===== config.mk =====
export PLATFORM = sky130hd
export DESIGN_NAME = pcl_front
export DESIGN_NICKNAME = d
export VERILOG_FILES = /design/src/pcl_front.sv
export SDC_FILE = /design/constraint.sdc
export NUM_CORES = 1
export LEC_CHECK = 0
export BUFFER_PORTS_ARGS = -buffer_cell sky130_fd_sc_hd__buf_4
export CORE_ASPECT_RATIO = 1.5
export CORE_MARGIN = 3
export CORE_UTILIZATION = 45
export CTS_BUF_LIST = sky130_fd_sc_hd__clkbuf_8 sky130_fd_sc_hd__clkbuf_16
export CTS_CLUSTER_SIZE = 14
export DETAILED_ROUTE_END_ITERATION = 7
export HOLD_SLACK_MARGIN = 0.05
export PLACE_DENSITY = 0.78
export REMOVE_ABC_BUFFERS = 1
export SYNTH_ARGS = -nofsm -noshare
export SYNTH_HDL_FRONTEND = slang
export SYNTH_SLANG_ARGS = --single-unit

===== constraint.sdc =====
create_clock -name clk -period 2.61 [get_ports clk]
set_input_delay 0.522 -clock clk [delete_from_list [all_inputs] [get_ports clk]]
set_output_delay 0.522 -clock clk [all_outputs]
set_load 0.05 [all_outputs]

===== src/pcl_front.sv =====
// ----------------------------------------------------------------------------
// pcl_front
// Accepts input items and holds them in a two-entry queue for the back end.
// ----------------------------------------------------------------------------
module pcl_front #(
  parameter int IW = 6,
  parameter int VB = 32
) (
  input  logic          clk,
  input  logic          rst_n,
  input  logic          in_valid,
  output logic          in_ready,
  input  logic          in_kind,
  input  logic [IW-1:0] in_index,
  input  logic [VB-1:0] in_value,
  input  logic [31:0]   in_color,
  output logic          q_valid,
  input  logic          q_pop,
  output logic          q_kind,
  output logic [IW-1:0] q_index,
  output logic [VB-1:0] q_value,
  output logic [31:0]   q_color
);

  localparam int EW = 1 + IW + VB + 32;

  logic [EW-1:0] slot_r [2];
  logic          wp_r, rp_r;
  logic [1:0]    cnt_r;
  logic          push;

  assign in_ready = (cnt_r != 2'd2);
  assign push     = in_valid && in_ready;
  assign q_valid  = (cnt_r != 2'd0);
  assign {q_kind, q_index, q_value, q_color} = slot_r[rp_r];

  always_ff @(posedge clk) begin
    if (push) begin
      slot_r[wp_r] <= {in_kind, in_index, in_value, in_color};
    end
  end

  always_ff @(posedge clk) begin
    if (!rst_n) begin
      wp_r  <= 1'b0;
      rp_r  <= 1'b0;
      cnt_r <= 2'd0;
    end else begin
      if (push) wp_r <= ~wp_r;
      if (q_pop) rp_r <= ~rp_r;
      cnt_r <= cnt_r + {1'b0, push} - {1'b0, q_pop};
    end
  end

  assert property (@(posedge clk) disable iff (!rst_n) q_pop |-> q_valid)
    else $error("pop from empty queue");
  assert property (@(posedge clk) disable iff (!rst_n) cnt_r != 2'd3)
    else $error("queue count overflow");
  assert property (@(posedge clk) disable iff (!rst_n)
    (cnt_r == 2'd2 && !q_pop) |=> cnt_r == 2'd2)
    else $error("full queue lost an item");

endmodule


==> results of run 1 <==
-- cell usage after synthesis, drive strengths merged --
library cell,n,share of area [%]
edfxtp,142,79
mux2,71,15
buf,8,1.5
dfxtp,5,1.8
and2,3,0.35
a21boi,2,0.35
inv,2,0.14
nand2,2,0.14
nand3b,2,0.28
a211o,1,0.16
a211oi,1,0.14
a21bo,1,0.18
and3,1,0.12
ha,1,0.23
mux2i,1,0.18
nand2b,1,0.12
nand3,1,0.092
nor4b,1,0.16
or2,1,0.12
xnor2,1,0.16
xor2,1,0.16
-- cell families after synthesis --
group / after synthesis / synth area share, %
XOR/XNOR: 2 / 0.324
AO/OA/AOI/OAI: 5 / 0.832
adder cells (fa/ha/maj): 1 / 0.231
multiplexers: 72 / 15.0
buffers and inverters: 10 / 1.69
flip-flops: 147 / 80.6
AND/OR/NAND/NOR: 12 / 1.36
-- flip-flops by register name, summed over array words and instances, names as in the netlist, named ones only --
register,flops
cnt_r,2
rp_r,1
wp_r,1
slot_r,142
-- layout make-up --
class | count | area [um2]
Sequential cell | 147 | 4370
Fill cell | 891 | 4330
Timing Repair Buffer | 152 | 1190
Multi-Input combinational cell | 92 | 963
Clock buffer | 17 | 425
Tap cell | 150 | 188
Clock inverter | 15 | 175
Inverter | 2 | 7.51
-- metal layers --
metal | GRT usage, % | vias to the layer above
met4 | 7.95 | 0
met2 | 28.9 | 90
met1 | 15.2 | 1366
li1 | - | 1314
met3 | 4.62 | 17
met5 | 0 | -
-- worst paths after layout --
check	from	to	slack [ps]	depth (start not counted)
worst max-delay path	register	q_index[1]	390	3
worst min-delay path	in_color[13]	slot_r[1][13]	300	1
worst max register to register	cnt_r[0]	slot_r[1][24]	870	3
worst min register to register	rp_r	register	570	2
-- stage by stage --
step	util, %	total power [mW]
after floorplan	-	3.81
after global placement	57.7	4.24
after detailed placement	57.7	4.27
after CTS	62.8	6.70
after global routing	62.8	6.86
final	62.8	6.62
-- critical path: stages, from the launching register on --
cell	delay, ps
dfxtp_4	340
buf_12	340
mux2_2	400
buf_4	190
-- where the power goes --
group / switching (mW) / internal, mW
sequential: 0.0507 / 2.82
clock: 0.839 / 1.57
combinational: 0.871 / 0.459
total: 1.76 / 4.86
==> reports/metrics.yaml, run 1 <==
logic_synthesis:
  ys_seq_elements: 147
  ys.warnings.count: 0
  netlist_area_um2: 5410
  syn_inst: 249
  yosysSeqAreaShare_pct: 80.6
  syn_area_per_cell_um2: 21.7
  synthDistinctLibCells: 23
clocking:
  tritoncts: "done"
  clkSlewWorstSetupHoldPaths_ps: 60
  h-tree-depth: 4
  ctsResizeCount: 0
  clkSinkCount: 147
  cts_setup_buffers: 0
  ctsRootBufferMaster: "clkbuf_16"
  cts_hold_buf: 0
  cts_buffers: 17
  clk_path_buf_depth: 2
  insertion_delay_ps: 400
routing:
  vias: 2787
  wl_per_cell_um: 17.9
  viasPerCell: 4.85
  top_layer: "met4"
  postRouteWirelength_um: 10300
  wl_met1_um: 3560
  wl_met2_um: 5960
  final_antenna_net_count: 0
  firstDrtPassIters: 4
  drt_iter0_drc: 150
  drcViolationCount: 0
  met3_length_um: 492
timing:
  relSlewSlack_pct: 70.3
  finalHoldViolCount: 0
  hold_slack_ps: 304
  rsz0062_at_grt: "no"
  min_period_ps: 2220
  finClkSkew_ps: 6.94
  setup-tns-final_ps: 0
  setup_violations: 0
  timing.fmax_mhz: 451
  worst_slack_ps: 391
  tightest_slew_ps: 445
  slew_viol_final: 0
  min_period_over_period_pct: 85.0
cells_and_area:
  final_common_cell: "buf_4"
  stdcell_count: 575
  fin_nets: 488
  layout_common_cells: "buf_4 (148), edfxtp_1 (142), mux2_2 (71)"
  drive_gt1_share_pct: 59.8
  design_area_um2: 7320
  area_growth_pct: 35.2
  n_antenna_cell: 0
die:
  io_pins: 148
  initial_core_util_pct: 46.5
  fp.dieArea_um2: 13400
  die_h_um: 140
  rows: 48
  die_w_um: 95.6
  core_area_um2: 11700
place:
  place_ws_ps: 795
  placed_area_um2: 6720
  hpwl_um: 6960
  dp_cells: 543
  port_buffers: 147
  globalplace.congestion: 0.712
grt:
  grt_first_pass_wirelength_um: 15400
  grt_usage_pct: 15.7
  grt_pass1_vias: 3066
  grt_max_degree: 72
  grt-ovfl-total: 0
  antenna_found_initial: 0
setup_path:
  startpoint_type: "register"
  worstSetupEndpointType: "output port"
  crit_fanout: 71
  worstSetupPathType: "register to output port"
  arrival_ps: 1700
  required_ps: 2090
power:
  peakVddDrop_mv: 0.487
  power_density_nw_per_um2: 904
  p_leak_nw: 2.76
outcome:
  status: "completed"
hold_path:
  hold_class: "input port to register"
job:
  cap_violations: 0
Note: power is estimated with default switching activity, not from simulation.
==> run 2: changes to the inputs <==
--- a/config.mk
+++ b/config.mk
@@ -7,2 +7,3 @@
 export LEC_CHECK = 0
+export ABC_CLOCK_PERIOD_IN_PS = 2610
 export BUFFER_PORTS_ARGS = -buffer_cell sky130_fd_sc_hd__buf_4
@@ -11,3 +12,3 @@
 export CORE_UTILIZATION = 45
-export CTS_BUF_LIST = sky130_fd_sc_hd__clkbuf_8 sky130_fd_sc_hd__clkbuf_16
+export CTS_BUF_LIST = sky130_fd_sc_hd__clkbuf_8
 export CTS_CLUSTER_SIZE = 14
==> constraint.sdc (replaced) <==
create_clock -name clk -period 2.61 [get_ports clk]
set_input_delay 0.261 -clock clk [delete_from_list [all_inputs] [get_ports clk]]
set_output_delay 0.261 -clock clk [all_outputs]
set_load 0.05 [all_outputs]
==> reports/metrics.yaml, run 2 (synthesized netlist as in run 1, its figures left out) <==
clocking:
  cts_hold_buf: 71  # +71
  tritoncts: "done"
  cts_buffers: 17  # unchanged
  ctsResizeCount: 0  # unchanged
  insertion_delay_ps: 420  # +20 ps
  ctsRootBufferMaster: "clkbuf_8"
  clk_path_buf_depth: 2  # unchanged
  clkSinkCount: 147  # unchanged
  clkSlewWorstSetupHoldPaths_ps: 70  # about the same
  h-tree-depth: 4  # unchanged
  cts_setup_buffers: 0  # unchanged
hold_path:
  min_delay_path_depth: 2  # +1
  hp-start: "rst_n"
  hold_class: "input port to register"
grt:
  met3_usage_pct: 4.25  # -0.38 points
  busiest_layer: "met2"
  met1_usage_pct: 16.4  # +1.2 points
  grt_pass1_vias: 3441  # +12%
  grt_max_degree: 72  # unchanged
  grt_first_pass_wirelength_um: 17200  # +12%
  grt-ovfl-total: 0  # unchanged
  grt_usage_pct: 17.7  # +2.0 points
  antenna_found_initial: 0  # unchanged
  gr-usage-met2_pct: 33.2  # +4.3 points
routing:
  vias: 3101  # +11%
  viasPerCell: 4.82  # -0.65%
  postRouteWirelength_um: 11700  # +14%
  final_antenna_net_count: 0  # unchanged
  wl_per_cell_um: 18.2  # +1.5%
  firstDrtPassIters: 4  # unchanged
  drt_iter0_drc: 133  # -11%
  drcViolationCount: 0  # unchanged
cells_and_area:
  drive_gt1_share_pct: 51.6  # -8.1 points
  n_antenna_cell: 0  # unchanged
  biggestRegsByFlops: "slot_r: 142 flops, cnt_r: 2 flops"
  layout_common_cells: "buf_4 (147), edfxtp_1 (142), mux2_2 (71), dlygate4sd3_1 (71), clkbuf_8 (17)"
  stdcell_count: 644  # +12%
  top_register: "slot_r"
  design_area_um2: 7830  # +6.9%
  multi_input_area_um2: 963  # unchanged
  seq_area_um2: 4370  # unchanged
  fin_nets: 557  # +14%
  fillers: 770  # -14%
  largest_register_ff_count: 142  # unchanged
  final_common_cell: "buf_4"
  area_growth_pct: 44.6
timing:
  worst_slack_ps: 393  # +1.97 ps
  rsz0062_at_grt: "no"
  slew_viol_final: 0  # unchanged
  min_period_over_period_pct: 85.0  # about the same
  min_period_ps: 2220  # -1.97 ps
  setup_violations: 0  # unchanged
  timing.fmax_mhz: 451  # about the same
  finClkSkew_ps: 9.02  # +2.08 ps
  finalHoldViolCount: 0  # unchanged
  relSlewSlack_pct: 68.8  # -1.5 points
  tightest_slew_ps: 468  # +22.7 ps
power:
  peakVddDrop_mv: 0.632  # +30%
  power_density_nw_per_um2: 784  # -13%
  p_leak_nw: 2.94  # +6.7%
die:
  io_pins: 148  # unchanged
  die_w_um: 95.6  # unchanged
  fp.dieArea_um2: 13400  # unchanged
  rows: 48  # unchanged
  initial_core_util_pct: 46.5  # unchanged
  core_area_um2: 11700  # unchanged
  die_h_um: 140  # unchanged
setup_path:
  ff2ff_setup_slack_ps: 820  # -50 ps
  worstReg2RegEnd: "slot_r[1][63]"
  worstSetupEndpointType: "output port"
  reg2reg_depth: 3  # unchanged
  timing.rr.start: "cnt_r[0]"
  crit_fanout: 40  # -44%
  worstSetupPathType: "register to output port"
  startpoint_type: "register"
  arrival_ps: 1960  # +260 ps
  required_ps: 2350  # +260 ps
place:
  hpwl_um: 7140  # +2.5%
  placed_area_um2: 6690  # -0.41%
  dp_cells: 541  # -0.37%
  port_buffers: 147  # unchanged
  globalplace.congestion: 0.752  # +5.6%
  place_ws_ps: 798  # +2.57 ps
job:
  cap_violations: 0  # unchanged
outcome:
  status: "completed"
[run 2: cell count changes in the layout (fill, tap and decap cells not counted), moves of 2 or more]
cell           before  now
clkinv_4            1    3
clkbuf_8            0   17
clkbuf_16          17    0
inv_1               5    2
dlygate4sd3_1       0   71
clkinvlp_4          2    4
[run 2: critical path, stage by stage, from the launching register on]
cell     delay [ps]
dfxtp_4         650
buf_12          300
mux2_2          390
buf_4           190
[run 2: worst max path at each step]
stage / start / cells past startpoint / slack (ps) / endpoint
detailed placement: register / 3 / 800 / q_value[8]
global placement: register / 3 / 810 / q_value[8]
floorplan: cnt_r[0] / 2 / -510 / slot_r[1][0]
CTS: register / 3 / 340 / q_value[8]
finish: register / 3 / 390 / q_value[8]
global route: register / 3 / 300 / q_value[8]
[run 2: where the power goes]
group / leakage [nW] / internal (mW) / switching (mW)
combinational: 1.37 / 0.519 / 0.884
clock: 0.202 / 1.03 / 0.807
sequential: 1.37 / 2.82 / 0.0759
total: 2.94 / 4.37 / 1.77
[run 2: cell type report]
| class | instances | area share, % |
|---|---|---|
| timing repair buffer | 221 | 23.9 |
| multi-input combinational | 92 | 12.3 |
| clock buffer | 17 | 2.99 |
| inverter | 2 | 0.0959 |
| sequential | 147 | 55.8 |
| tap | 150 | 2.40 |
| clock inverter | 15 | 2.45 |
[run 2: layer usage]
metal | up-vias | part of all wire (%)
li1 | 1451 | -
met1 | 1518 | 33
met2 | 101 | 58
met3 | 31 | 4.3
met4 | 0 | 4.3
met5 | - | 0
[run 2: per-stage QoR]
step                hold slack, ps  util [%]  setup TNS, ps  power [mW]
floorplan                      360         -         -57690        3.81
global placement               446      57.4              0        4.23
detailed placement             448      57.4              0        4.26
CTS                           83.4      67.2              0        6.18
global route                   107      67.2              0        6.36
finish                         116      67.2              0        6.14
==> run 3: changes to the inputs <==
Settings changed: ABC_CLOCK_PERIOD_IN_PS 2610 to 1900.
Clock period 2.61 ns to 1.9 ns, I/O delays scaled along.
==> reports/metrics.yaml, run 3 (synthesized netlist as in run 1, its figures left out) <==
clocking:
  h-tree-depth: 4  # unchanged
  insertion_delay_ps: 420  # about the same
  clkSlewWorstSetupHoldPaths_ps: 80  # about the same
  tritoncts: "done"
  clk_path_buf_depth: 2  # unchanged
  ctsRootBufferMaster: "clkbuf_8"
  clkSinkCount: 147  # unchanged
  cts_buffers: 17  # unchanged
grt:
  met3_usage_pct: 5.21  # +0.97 points
  met1_usage_pct: 17.3  # +0.95 points
  antenna_found_initial: 1  # +1
  grt_first_pass_wirelength_um: 17600  # +2.5%
  gr-usage-met2_pct: 33.5  # +0.26 points
  grt_usage_pct: 17.9  # +0.27 points
  busiest_layer: "met2"
  grt_max_degree: 60  # -17%
  grt-ovfl-total: 0  # unchanged
  grt_pass1_vias: 3539  # +2.8%
die:
  fp.dieArea_um2: 13400  # unchanged
  die_w_um: 95.6  # unchanged
  core_area_um2: 11700  # unchanged
  rows: 48  # unchanged
  initial_core_util_pct: 46.5  # unchanged
  io_pins: 148  # unchanged
  die_h_um: 140  # unchanged
cells_and_area:
  seq_area_um2: 4370  # unchanged
  top_register: "slot_r"
  biggestRegsByFlops: "slot_r: 142 flops, cnt_r: 2 flops"
  final_common_cell: "buf_4"
  drive_gt1_share_pct: 52.5  # +0.89 points
  fillers: 797  # +3.5%
  area_growth_pct: 46.0
  layout_common_cells: "buf_4 (150), edfxtp_1 (142), dlygate4sd3_1 (72)"
  fin_nets: 562  # +0.90%
  largest_register_ff_count: 142  # unchanged
  multi_input_area_um2: 963  # unchanged
routing:
  viasPerCell: 4.83  # +0.39%
  vias: 3142  # +1.3%
  postRouteWirelength_um: 11600  # -1.0%
  drt_iter0_drc: 119  # -11%
  wl_per_cell_um: 17.8  # -1.9%
  firstDrtPassIters: 4  # unchanged
  final_antenna_net_count: 0  # unchanged
  drcViolationCount: 0  # unchanged
setup_path:
  worstSetupPathType: "register to output port"
  ff2ff_setup_slack_ps: 290  # -530 ps
  required_ps: 1710  # -640 ps
  arrival_ps: 1600  # -360 ps
  startpoint_type: "register"
  timing.rr.start: "cnt_r[0]"
  worstSetupEndpointType: "output port"
  worstReg2RegEnd: "cnt_r[1]"
  reg2reg_depth: 7  # +4
  crit_fanout: 29  # -28%
job:
  cap_violations: 0  # unchanged
timing:
  slew_viol_final: 0  # unchanged
  timing.fmax_mhz: 560
  finalHoldViolCount: 0  # unchanged
  finClkSkew_ps: 8.27  # -0.746 ps
  relSlewSlack_pct: 77.6  # +8.7 points
  worst_slack_ps: 113  # -280 ps
  min_period_over_period_pct: 94.1
  tightest_slew_ps: 337  # -131 ps
  min_period_ps: 1790
  setup_violations: 0  # unchanged
  setup-tns-final_ps: 0  # unchanged
  rsz0062_at_grt: "no"
hold_path:
  min_delay_path_depth: 3  # +1
  hp-start: "in_valid"
  hold_class: "input port to register"
  hold_end: "wp_r"
place:
  port_buffers: 147  # unchanged
  globalplace.congestion: 0.751  # -0.21%
  hpwl_um: 7170  # +0.48%
  place_ws_ps: 301  # -498 ps
power:
  peakVddDrop_mv: 0.706  # +12%
  total_power_mw: 8.60  # +40%
  power_density_nw_per_um2: 1090  # +39%
  p_leak_nw: 3.00  # +1.8%
outcome:
  status: "completed"
-- run 3: through the flow --
stage | hold slack [ps] | cells | util, % | area, um2
2_1_floorplan | 289 | 241 | - | 5330
3_3_place_gp | 375 | 544 | 57.7 | 6730
3_5_place_dp | 377 | 544 | 57.7 | 6730
4_1_cts | 82.1 | 649 | 67.8 | 7900
5_1_grt | 91.2 | 650 | 67.8 | 7910
6_report | 120 | 650 | 67.8 | 7910
-- run 3: power breakdown --
group / switching [mW] / internal (mW) / leakage (nW)
combinational: 1.24 / 0.733 / 1.40
clock: 1.12 / 1.55 / 0.227
sequential: 0.0747 / 3.87 / 1.37
-- run 3: cell type report --
cell class                      instances  area share (%)
Antenna cell                            1          0.0317
Multi-Input combinational cell         92            12.2
Clock inverter                         15            2.72
Timing Repair Buffer                  226            24.4
Inverter                                2          0.0950
Sequential cell                       147            55.3
Tap cell                              150            2.37
Clock buffer                           17            2.96
-- run 3: timing repair --
action                                 CTS  global route
endpoints found under the hold margin  147             0
resized for setup                        0             0
buffers inserted                         1             0
setup endpoints to repair               60             0
hold buffers                            72             0
-- run 3: worst max path at each step --
stage,start,endpoint
floorplan,cnt_r[0],slot_r[1][0]
global placement,cnt_r[0],cnt_r[1]
detailed placement,cnt_r[0],cnt_r[1]
CTS,register,q_color[26]
global route,register,q_color[26]
finish,register,q_color[26]
-- run 3: critical path: stages (launching register included) --
cell and delay, ps:
dfxtp_4 380, buf_12 200, mux2_2 390, buf_4 200
-- run 3: per-layer routing --
metal | wire, um | part of all wire, % | up-vias
li1 | - | - | 1457
met1 | 3920 | 34 | 1560
met2 | 6830 | 59 | 103
met3 | 542 | 4.7 | 22
met4 | 310 | 2.7 | 0
met5 | 0 | 0 | -
